### config.mk
export PLATFORM = sky130hd
export DESIGN_NAME = hmle_front
export DESIGN_NICKNAME = d
export VERILOG_FILES = /design/src/rtl/hmle_pkg.sv /design/src/rtl/hmle_front.sv
export SDC_FILE = /design/constraint.sdc
export NUM_CORES = 2
export LEC_CHECK = 0
export ABC_AREA = 0
export CAP_MARGIN = 5
export CELL_PAD_IN_SITES_DETAIL_PLACEMENT = 0
export CELL_PAD_IN_SITES_GLOBAL_PLACEMENT = 2
export CORE_ASPECT_RATIO = 1.5
export CORE_MARGIN = 2
export CORE_UTILIZATION = 41
export CTS_CLUSTER_DIAMETER = 100
export DETAILED_ROUTE_END_ITERATION = 10
export DONT_BUFFER_PORTS = 1
export GPL_TIMING_DRIVEN = 0
export MAX_ROUTING_LAYER = met4
export PLACE_DENSITY_LB_ADDON = 0.2
export SLEW_MARGIN = 20
export SYNTH_ARGS = -nofsm -noshare
export SYNTH_HDL_FRONTEND = slang
export SYNTH_SLANG_ARGS = --single-unit
### constraint.sdc
create_clock -name aclk -period 10.5 [get_ports aclk]
set_clock_uncertainty 0.2 [all_clocks]
set_input_delay 2.1 -clock aclk [delete_from_list [all_inputs] [get_ports aclk]]
set_output_delay 2.1 -clock aclk [all_outputs]
set_load 0.02 [all_outputs]
### src/rtl/hmle_pkg.sv
// shared constants, types and hash multiplier constants for the hash map lookup engine
package hmle_pkg;

    localparam int BUCKET_COUNT     = 64;
    localparam int SLOTS_PER_BUCKET = 8;
    localparam int VALUE_BITS       = 32;
    localparam int TOTAL_SLOTS      = BUCKET_COUNT * SLOTS_PER_BUCKET;
    localparam int BUCKET_BITS      = $clog2(BUCKET_COUNT);
    localparam int SLOT_BITS        = $clog2(SLOTS_PER_BUCKET);
    localparam int ADDR_BITS        = $clog2(TOTAL_SLOTS);
    localparam int FILL_BITS        = $clog2(SLOTS_PER_BUCKET + 1);
    localparam int COUNT_BITS       = 10;
    localparam int KEY_BITS         = 64;
    localparam int HASH_BITS        = 32;

    localparam logic [1:0] FUNC_PUT      = 2'd0;
    localparam logic [1:0] FUNC_GET      = 2'd1;
    localparam logic [1:0] FUNC_REMOVE   = 2'd2;
    localparam logic [1:0] FUNC_RESERVED = 2'd3;

    localparam logic [31:0] C32_A = 32'h85ebca6b;
    localparam logic [31:0] C32_B = 32'hc2b2ae35;
    localparam logic [63:0] C64_A = 64'hff51afd7ed558ccd;
    localparam logic [63:0] C64_B = 64'hc4ceb9fe1a85ec53;

    typedef struct packed {
        logic [1:0]            func;
        logic [KEY_BITS-1:0]   key;
        logic [VALUE_BITS-1:0] value;
        logic [HASH_BITS-1:0]  hash;
    } hmle_cmd_t;

endpackage

### src/rtl/hmle_front.sv
// front end: accepts requests, hashes the key over sequential multiply steps
module hmle_front import hmle_pkg::*; (
    input  logic                  aclk,
    input  logic                  aresetn,
    input  logic                  key_mode,
    input  logic                  in_valid,
    output logic                  in_ready,
    input  logic [1:0]            in_func,
    input  logic [KEY_BITS-1:0]   in_key,
    input  logic [VALUE_BITS-1:0] in_value,
    output logic                  cmd_valid,
    input  logic                  cmd_ready,
    output hmle_cmd_t             cmd
);
    localparam logic [2:0] S_IDLE = 3'd0;
    localparam logic [2:0] S_M1   = 3'd1;
    localparam logic [2:0] S_M1B  = 3'd2;
    localparam logic [2:0] S_M2   = 3'd3;
    localparam logic [2:0] S_M2B  = 3'd4;
    localparam logic [2:0] S_DONE = 3'd5;

    logic [2:0]            state_reg, state_next;
    logic                  mode_reg;
    logic [1:0]            func_reg;
    logic [KEY_BITS-1:0]   key_reg;
    logic [VALUE_BITS-1:0] value_reg;
    logic [63:0]           x_reg, x_next;
    logic [63:0]           lo_reg;
    logic [31:0]           cross_reg;
    logic [63:0]           mult_c;
    logic [31:0]           a_lo, a_hi, b_lo, b_hi;
    logic [63:0]           p_ll, p_lh, p_hl;
    logic [63:0]           prod;

    assign in_ready  = (state_reg == S_IDLE);
    assign cmd_valid = (state_reg == S_DONE);

    always_comb begin
        cmd.func  = func_reg;
        cmd.key   = key_reg;
        cmd.value = value_reg;
        cmd.hash  = x_reg[31:0];
    end

    // 64x64 low product split into 32x32 partials, registered in S_M1/S_M2 and summed in S_M1B/S_M2B
    assign mult_c = (state_reg == S_M1 || state_reg == S_M1B) ?
                    (mode_reg ? C64_A : {32'd0, C32_A}) :
                    (mode_reg ? C64_B : {32'd0, C32_B});
    assign a_lo = x_reg[31:0];
    assign a_hi = x_reg[63:32];
    assign b_lo = mult_c[31:0];
    assign b_hi = mult_c[63:32];
    assign p_ll = a_lo * b_lo;
    assign p_lh = a_lo * b_hi;
    assign p_hl = a_hi * b_lo;
    assign prod = lo_reg + {cross_reg, 32'd0};

    always_comb begin
        state_next = state_reg;
        x_next     = x_reg;
        unique case (state_reg)
            S_IDLE: begin
                if (in_valid) begin
                    state_next = S_M1;
                    if (key_mode) begin
                        x_next = in_key ^ (in_key >> 33);
                    end else begin
                        x_next = {32'd0, in_key[31:0] ^ (in_key[31:0] >> 16)};
                    end
                end
            end
            S_M1: begin
                state_next = S_M1B;
            end
            S_M2: begin
                state_next = S_M2B;
            end
            S_M1B: begin
                if (mode_reg) begin
                    x_next = prod ^ (prod >> 33);
                end else begin
                    x_next = {32'd0, prod[31:0] ^ (prod[31:0] >> 13)};
                end
                state_next = S_M2;
            end
            S_M2B: begin
                if (mode_reg) begin
                    x_next = prod ^ (prod >> 33);
                end else begin
                    x_next = {32'd0, prod[31:0] ^ (prod[31:0] >> 16)};
                end
                state_next = S_DONE;
            end
            S_DONE: begin
                if (cmd_ready) begin
                    state_next = S_IDLE;
                end
            end
            default: state_next = S_IDLE;
        endcase
    end

    always_ff @(posedge aclk) begin
        if (!aresetn) begin
            state_reg <= S_IDLE;
        end else begin
            state_reg <= state_next;
        end
        if (state_reg == S_IDLE && in_valid) begin
            mode_reg  <= key_mode;
            func_reg  <= in_func;
            key_reg   <= key_mode ? in_key : {32'd0, in_key[31:0]};
            value_reg <= in_value;
        end
        x_reg <= x_next;
        if (state_reg == S_M1 || state_reg == S_M2) begin
            lo_reg    <= p_ll;
            cross_reg <= p_lh[31:0] + p_hl[31:0];
        end
    end
endmodule

# Word level (Yosys, flattened, before mapping)
# Cells that the tools add are included.
op_classes:
  add_sub_neg: 2
  mul: 3
  eq_ne: 7
  n_mux: 11
  n_bitwise: 5
  n_reduce_logical: 7
op_table:
  columns: ["operator", "n"]
  rows:
  - ["$mux 64", 7]
  - ["$pmux 64 s3", 1]
  - ["$xor 64x31->64", 2]
  - ["$add 64x64->64", 1]
  - ["$mul 32x32->32", 2]
  - ["$mul 32x32->64", 1]
  - ["$xor 32x16->32", 2]
  - ["$add 32x32->32", 1]
  - ["$xor 32x19->32", 1]
  - ["$pmux 3 s6", 1]
  - ["$eq 3x2->1 const B", 2]
  - ["$eq 3x3->1 const B", 2]
  - ["$mux 3", 2]
  - ["$reduce_and 2->1", 2]
  - ["$eq 3x1->1 const B", 1]
  - ["$logic_not 3->1", 1]
  - ["$reduce_bool 3->1", 1]
  - ["$logic_or 1x1->1", 2]
  - ["$ne 2x1->1 const B", 1]
  - ["$ne 2x2->1 const B", 1]
  - ["$logic_and 1x1->1", 1]
totals:
  reg_bits: 262
  input_bits: 103

# Depth between registers and ports, before layout
logic_depth:
  ltp_word: 5
  depth_mapped: 45
  ltp_nobuf: 36

# Least setup slack after synthesis
# OpenSTA, ideal clock, no wires.
synth_timing:
  kind: "register -> register"
  start: "register state_reg[1]"
  end: "register cross_reg[28], data pin"
  setup_time_ns: 0.259
  t_arrival_ns: 10.089
  required_ns: 10.041
  setup_slack_ns: -0.049
  path_stages_with_launch: 37
  n_path_buf: 8
  period_less_slack_ns: 10.549
  cell_sequence: "dfxtp_1 clkbuf_1 xor2_1 nand2b_1 clkbuf_1 inv_1 clkbuf_1 clkbuf_1 buf_1 ha_1 clkbuf_1 clkbuf_1 clkbuf_1 nand2_1 fa_1 fa_1 inv_1 fa_1 fa_1 fa_1 inv_1 fa_1 inv_1 fa_1 fa_1 fa_1 fa_1 ha_1 nor2b_1 a311o_1 a21o_1 a21oi_1 nor2_1 a211oi_2 o21bai_1 a21oi_1 xnor2_1"
synth_between:
  elab_chain_cells: 5
  word_cells_on_any_way: 7
  classes_between: "1 x add/sub; 2 x mul; 2 x eq/ne; 1 x mux; 1 x reduce/logical"
synth_lines:
  columns: ["element", "line", "rtl"]
  rows:
  - ["from (decl)", "hmle_front.sv:22", "logic [2:0] state_reg, state_next;"]
  - ["from (signal assigned)", "hmle_front.sv:107", "state_reg <= state_next;"]
  - ["$eq 3x1->1 or $eq 3x2->1 (tied branches)", "hmle_front.sv:46", "assign mult_c = (state_reg == S_M1 || state_reg == S_M1B) ?"]
  - ["$logic_or 1x1->1 *", "hmle_front.sv:46", null]
  - ["$mux 64 *", "hmle_front.sv:46", null]
  - ["$mul 32x32->32 (on tied branches)", "hmle_front.sv:54, hmle_front.sv:55", null]
  - ["$add 32x32->32 *", "hmle_front.sv:118", "cross_reg <= p_lh[31:0] + p_hl[31:0];"]
  - ["to (signal assigned)", "hmle_front.sv:118", null]
  - ["to (decl)", "hmle_front.sv:29", "logic [31:0] cross_reg;"]
# Every way passes the cells marked *; elsewhere a longest branch is shown, timed or not.
# A chain may end at the register's enable or synchronous reset.

# Worst setup path in the final report
layout_timing:
  start: "register state_reg[1]"
  end: "register lo_reg[63], data pin"
layout_between:
  elab_chain_cells: 4
  word_cells_on_any_way: 5
  classes_between: "1 x mul; 2 x eq/ne; 1 x mux; 1 x reduce/logical"
layout_lines:
  columns: ["element", "line", "rtl"]
  rows:
  - ["$eq 3x1->1 or $eq 3x2->1 (tied branches)", "hmle_front.sv:46", null]
  - ["$logic_or 1x1->1 *", "hmle_front.sv:46", null]
  - ["$mux 64 *", "hmle_front.sv:46", null]
  - ["$mul 32x32->64 *", "hmle_front.sv:53", "assign p_ll = a_lo * b_lo;"]
  - ["net p_ll[63]", "hmle_front.sv:32", "logic [63:0] p_ll, p_lh, p_hl;"]
  - ["to (signal assigned)", "hmle_front.sv:117", "lo_reg <= p_ll;"]
  - ["to (decl)", "hmle_front.sv:28", "logic [63:0] lo_reg;"]
# The timed path passes the listed nets; every way through them passes the cells marked *.

==> Flow_metrics.wiki <==
{| class="wikitable"
! Metric !! Value
|-
| Transition time at the pin with the least slew margin || 1.21 ns
|-
| Post-route ant nets || 0
|-
| Number of global-route vias before repair || 53179
|-
| Count of state elements after synthesis || 262
|-
| Setup violation total in the final timing report || 0
|-
| Arrival @ worst endpoint || 10.48 ns
|-
| Setup repair after global routing missed its margin || true
|-
| Worst reg-to-reg setup slack || 0.11 ns
|-
| Drt via density || 5.43
|-
| CORE AREA || 162000 um^2
|-
| Slowest Stage Delay on Critical Path || 0.67 ns
|-
| Worst-case headroom to the max-slew limit || 19.1%
|-
| Number of hold buffers added after cts || 0
|-
| Share of synthesized area occupied by flip-flops and latches || 11.7%
|-
| Row count || 181
|-
| Via count || 48125
|-
| Placed cell count || 8635
|-
| Max-cap violation count || 0
|-
| H-tree levels || 1
|-
| Clock latency at the later pin of the worst-skew pair || 0.57 ns
|-
| Library cell used as clock root buffer || sky130_fd_sc_hd__clkbuf_16
|-
| Global route overflow || 0
|-
| Relative area change from synthesis to final layout || 10.9%
|-
| I/O Pins || 235
|-
| Initial antenna violation count || 39
|-
| Result of the run || completed
|-
| Final net count || 9120
|-
| Cell Area, Synth || 67100 um^2
|-
| Max Fanout on Critical Path || 10
|-
| Number of enable-type register cells in the synthesized netlist || 259
|-
| CTS tree || built
|-
| Die ar. || 167000 um^2
|-
| Combined global-route utilization of all metal layers || 41.6%
|-
| Number of iterations in the first detailed-routing pass || 6
|-
| Worst-path cell with the longest stage delay || sky130_fd_sc_hd__fa_1
|-
| Sinks on the clock net || 262
|-
| Pin count of the biggest net entering global routing || 65
|-
| Final worst hold slack || 0.431 ns
|-
| Hold/Removal Path Class || flop to flop
|-
| Global-route wire length before repair || 445000 um
|-
| Total clock buffers created by CTS || 20
|-
| Critical Path RT || 10.59 ns
|-
| Maximum clock path buffer count || 3
|-
| Final Max Tran Viols || 0
|-
| Async set or reset register ratio after synthesis || 0%
|-
| Detailed Route Iter0 Violations || 3574
|-
| Cell repeated most along the worst path || sky130_fd_sc_hd__fa_1
|-
| Crit path launch type || flop
|-
| Half-perimeter wire length after placement || 283000 um
|-
| CP Class || flop to flop
|-
| CTS clock-pin slew for the worst setup and hold paths || 0.08 ns
|-
| Count of different cell masters after synthesis || 74
|-
| Count of input and output buffers || 0
|-
| Post-synthesis area per instance || 10.3 um^2
|-
| Horizontal die dimension || 334 um
|-
| Fraction of final layout cells with drive strength greater than 1 || 9.94%
|-
| Gate count of the mapped netlist || 6501
|-
| Synthesis Warnings || 0
|-
| Endpoint type of the worst setup path || flop
|-
| Count of unresolved DRC violations after routing || 0
|-
| Total Routed Length || 327000 um
|-
| Starting utilization of the core area || 41.4%
|-
| Primary FF master, synth || sky130_fd_sc_hd__edfxtp_1
|-
| Final estimated routing congestion in global placement || 1.09
|-
| Minimum clock period || 10.39 ns
|-
| Final Instance Count excl. Fillers || 8865
|-
| Hold Fails Final Rpt || 0
|-
| Mean routed wirelength per cell || 36.9 um
|-
| Maximum clock frequency || 0.0963 GHz
|-
| Die H || 500 um
|-
| Post-route clock period utilization || 98.9%
|}
==> path summary, 6_finish.rpt <==
check / from / endpoint / cells past startpoint
hold / removal: state_reg[2]$_SDFFE_PN0P_ / state_reg[0]$_SDFFE_PN0P_ / 1
hold reg to reg: state_reg[2]$_SDFFE_PN0P_ / state_reg[0]$_SDFFE_PN0P_ / 1
setup reg to reg: state_reg[1]$_SDFFE_PN0P_ / lo_reg[63]$_DFFE_PP_ / 34
setup / recovery: state_reg[1]$_SDFFE_PN0P_ / lo_reg[63]$_DFFE_PP_ / 34
==> metal layers <==
layer / track usage [%] / vias up / part of all wire [%]
met5: - / - / 0
met4: 41.2 / 0 / 13
met2: 67.1 / 2256 / 48
met1: 41.5 / 24989 / 32
li1: - / 19809 / -
met3: 8.25 / 1071 / 6.4
==> layout make-up <==
| class | count | area (um^2) |
|---|---|---|
| Inverter | 1901 | 7330 |
| Buffer | 226 | 1500 |
| Timing Repair Buffer | 196 | 1910 |
| Antenna cell | 39 | 97.6 |
| Sequential cell | 262 | 7850 |
| Multi-Input combinational cell | 4102 | 52500 |
| Clock inverter | 13 | 121 |
| Tap cell | 2104 | 2630 |
| Fill cell | 15927 | 87900 |
| Clock buffer | 22 | 529 |
==> synth_stat cells, types with 109 or more instances <==
| cell type | number | area share [%] |
|---|---|---|
| sky130_fd_sc_hd__fa_1 | 1532 | 46 |
| sky130_fd_sc_hd__ha_1 | 776 | 14 |
| sky130_fd_sc_hd__nor2b_1 | 109 | 1.0 |
| sky130_fd_sc_hd__nand2_1 | 296 | 1.7 |
| sky130_fd_sc_hd__nand2b_1 | 123 | 1.1 |
| sky130_fd_sc_hd__nor2_1 | 244 | 1.4 |
| sky130_fd_sc_hd__inv_1 | 1887 | 11 |
| sky130_fd_sc_hd__xnor2_1 | 225 | 2.9 |
| sky130_fd_sc_hd__clkbuf_1 | 191 | 1.1 |
| sky130_fd_sc_hd__a21oi_1 | 132 | 0.98 |
| sky130_fd_sc_hd__and2_1 | 122 | 1.1 |
| sky130_fd_sc_hd__edfxtp_1 | 259 | 12 |
==> cells by family after synthesis <==
family / Yosys count / share of synthesized area, %
xor gates and xnor gates: 297 / 3.87
muxes: 3 / 0.0447
AOI/OAI and AO/OA: 485 / 4.83
other: 2 / 0.0112
adders and majority gates: 2308 / 60.1
and+or+nand+nor: 1005 / 7.29
DFF: 262 / 11.7
buffers and inverters: 2139 / 12.1
==> metrics by stage <==
step	setup WS [ns]	utilization [%]	instance area, um^2	TNS, ns
after floorplan	0.109	-	67200	0
after global placement	-7.24	43.0	69800	-461.18
after detailed placement	-5.19	43.4	70500	-273.77
after CTS	-0.0731	45.1	73300	-0.0731
after global routing	-0.0981	45.8	74400	-0.185
final	0.113	45.9	74500	0
==> critical path: cells and delay by family (launching register included) <==
family          cells  cell delay [ns]
simple gates        6             1.01
compound gates     11             2.41
buf+inv             7             1.52
flops               1             0.36
fa+ha+maj           9             4.37
xor+xnor            1             0.18
==> timing repair <==
action	in CTS	in global routing
setup endpoints to repair	82	23
gates resized for setup	355	183
gates cloned	2	0
pin swaps	53	115
setup buffers	104	65
==> cell usage in the layout, fill, tap and decap left out, types with 13 or more instances in the layout <==
master / count
sky130_fd_sc_hd__inv_1: 1836
sky130_fd_sc_hd__fa_1: 1489
sky130_fd_sc_hd__ha_1: 749
sky130_fd_sc_hd__edfxtp_1: 259
sky130_fd_sc_hd__nand2_1: 250
sky130_fd_sc_hd__nor2_1: 223
sky130_fd_sc_hd__xnor2_1: 216
sky130_fd_sc_hd__buf_4: 203
sky130_fd_sc_hd__a21oi_1: 122
sky130_fd_sc_hd__nand2b_1: 116
sky130_fd_sc_hd__and2_1: 114
sky130_fd_sc_hd__clkbuf_1: 106
sky130_fd_sc_hd__nor2b_1: 106
sky130_fd_sc_hd__o21ai_0: 97
sky130_fd_sc_hd__xor2_1: 65
sky130_fd_sc_hd__a21o_1: 60
sky130_fd_sc_hd__clkinvlp_4: 50
sky130_fd_sc_hd__fa_2: 43
sky130_fd_sc_hd__diode_2: 39
sky130_fd_sc_hd__clkbuf_2: 32
sky130_fd_sc_hd__clkbuf_16: 30
sky130_fd_sc_hd__or2_2: 26
sky130_fd_sc_hd__nor3_1: 22
sky130_fd_sc_hd__ha_4: 22
sky130_fd_sc_hd__nand2_4: 20
sky130_fd_sc_hd__o21bai_1: 19
sky130_fd_sc_hd__nand3_1: 18
sky130_fd_sc_hd__a221o_1: 18
sky130_fd_sc_hd__o21a_1: 15
sky130_fd_sc_hd__buf_12: 14
sky130_fd_sc_hd__nor2_2: 14
sky130_fd_sc_hd__nand2_2: 14
sky130_fd_sc_hd__nand4_1: 13
sky130_fd_sc_hd__o2bb2ai_1: 13
sky130_fd_sc_hd__buf_16: 13
Power is left out: the tool's default activity adds up to more than one toggle a clock period on the data nets, which glitch-free logic cannot reach.
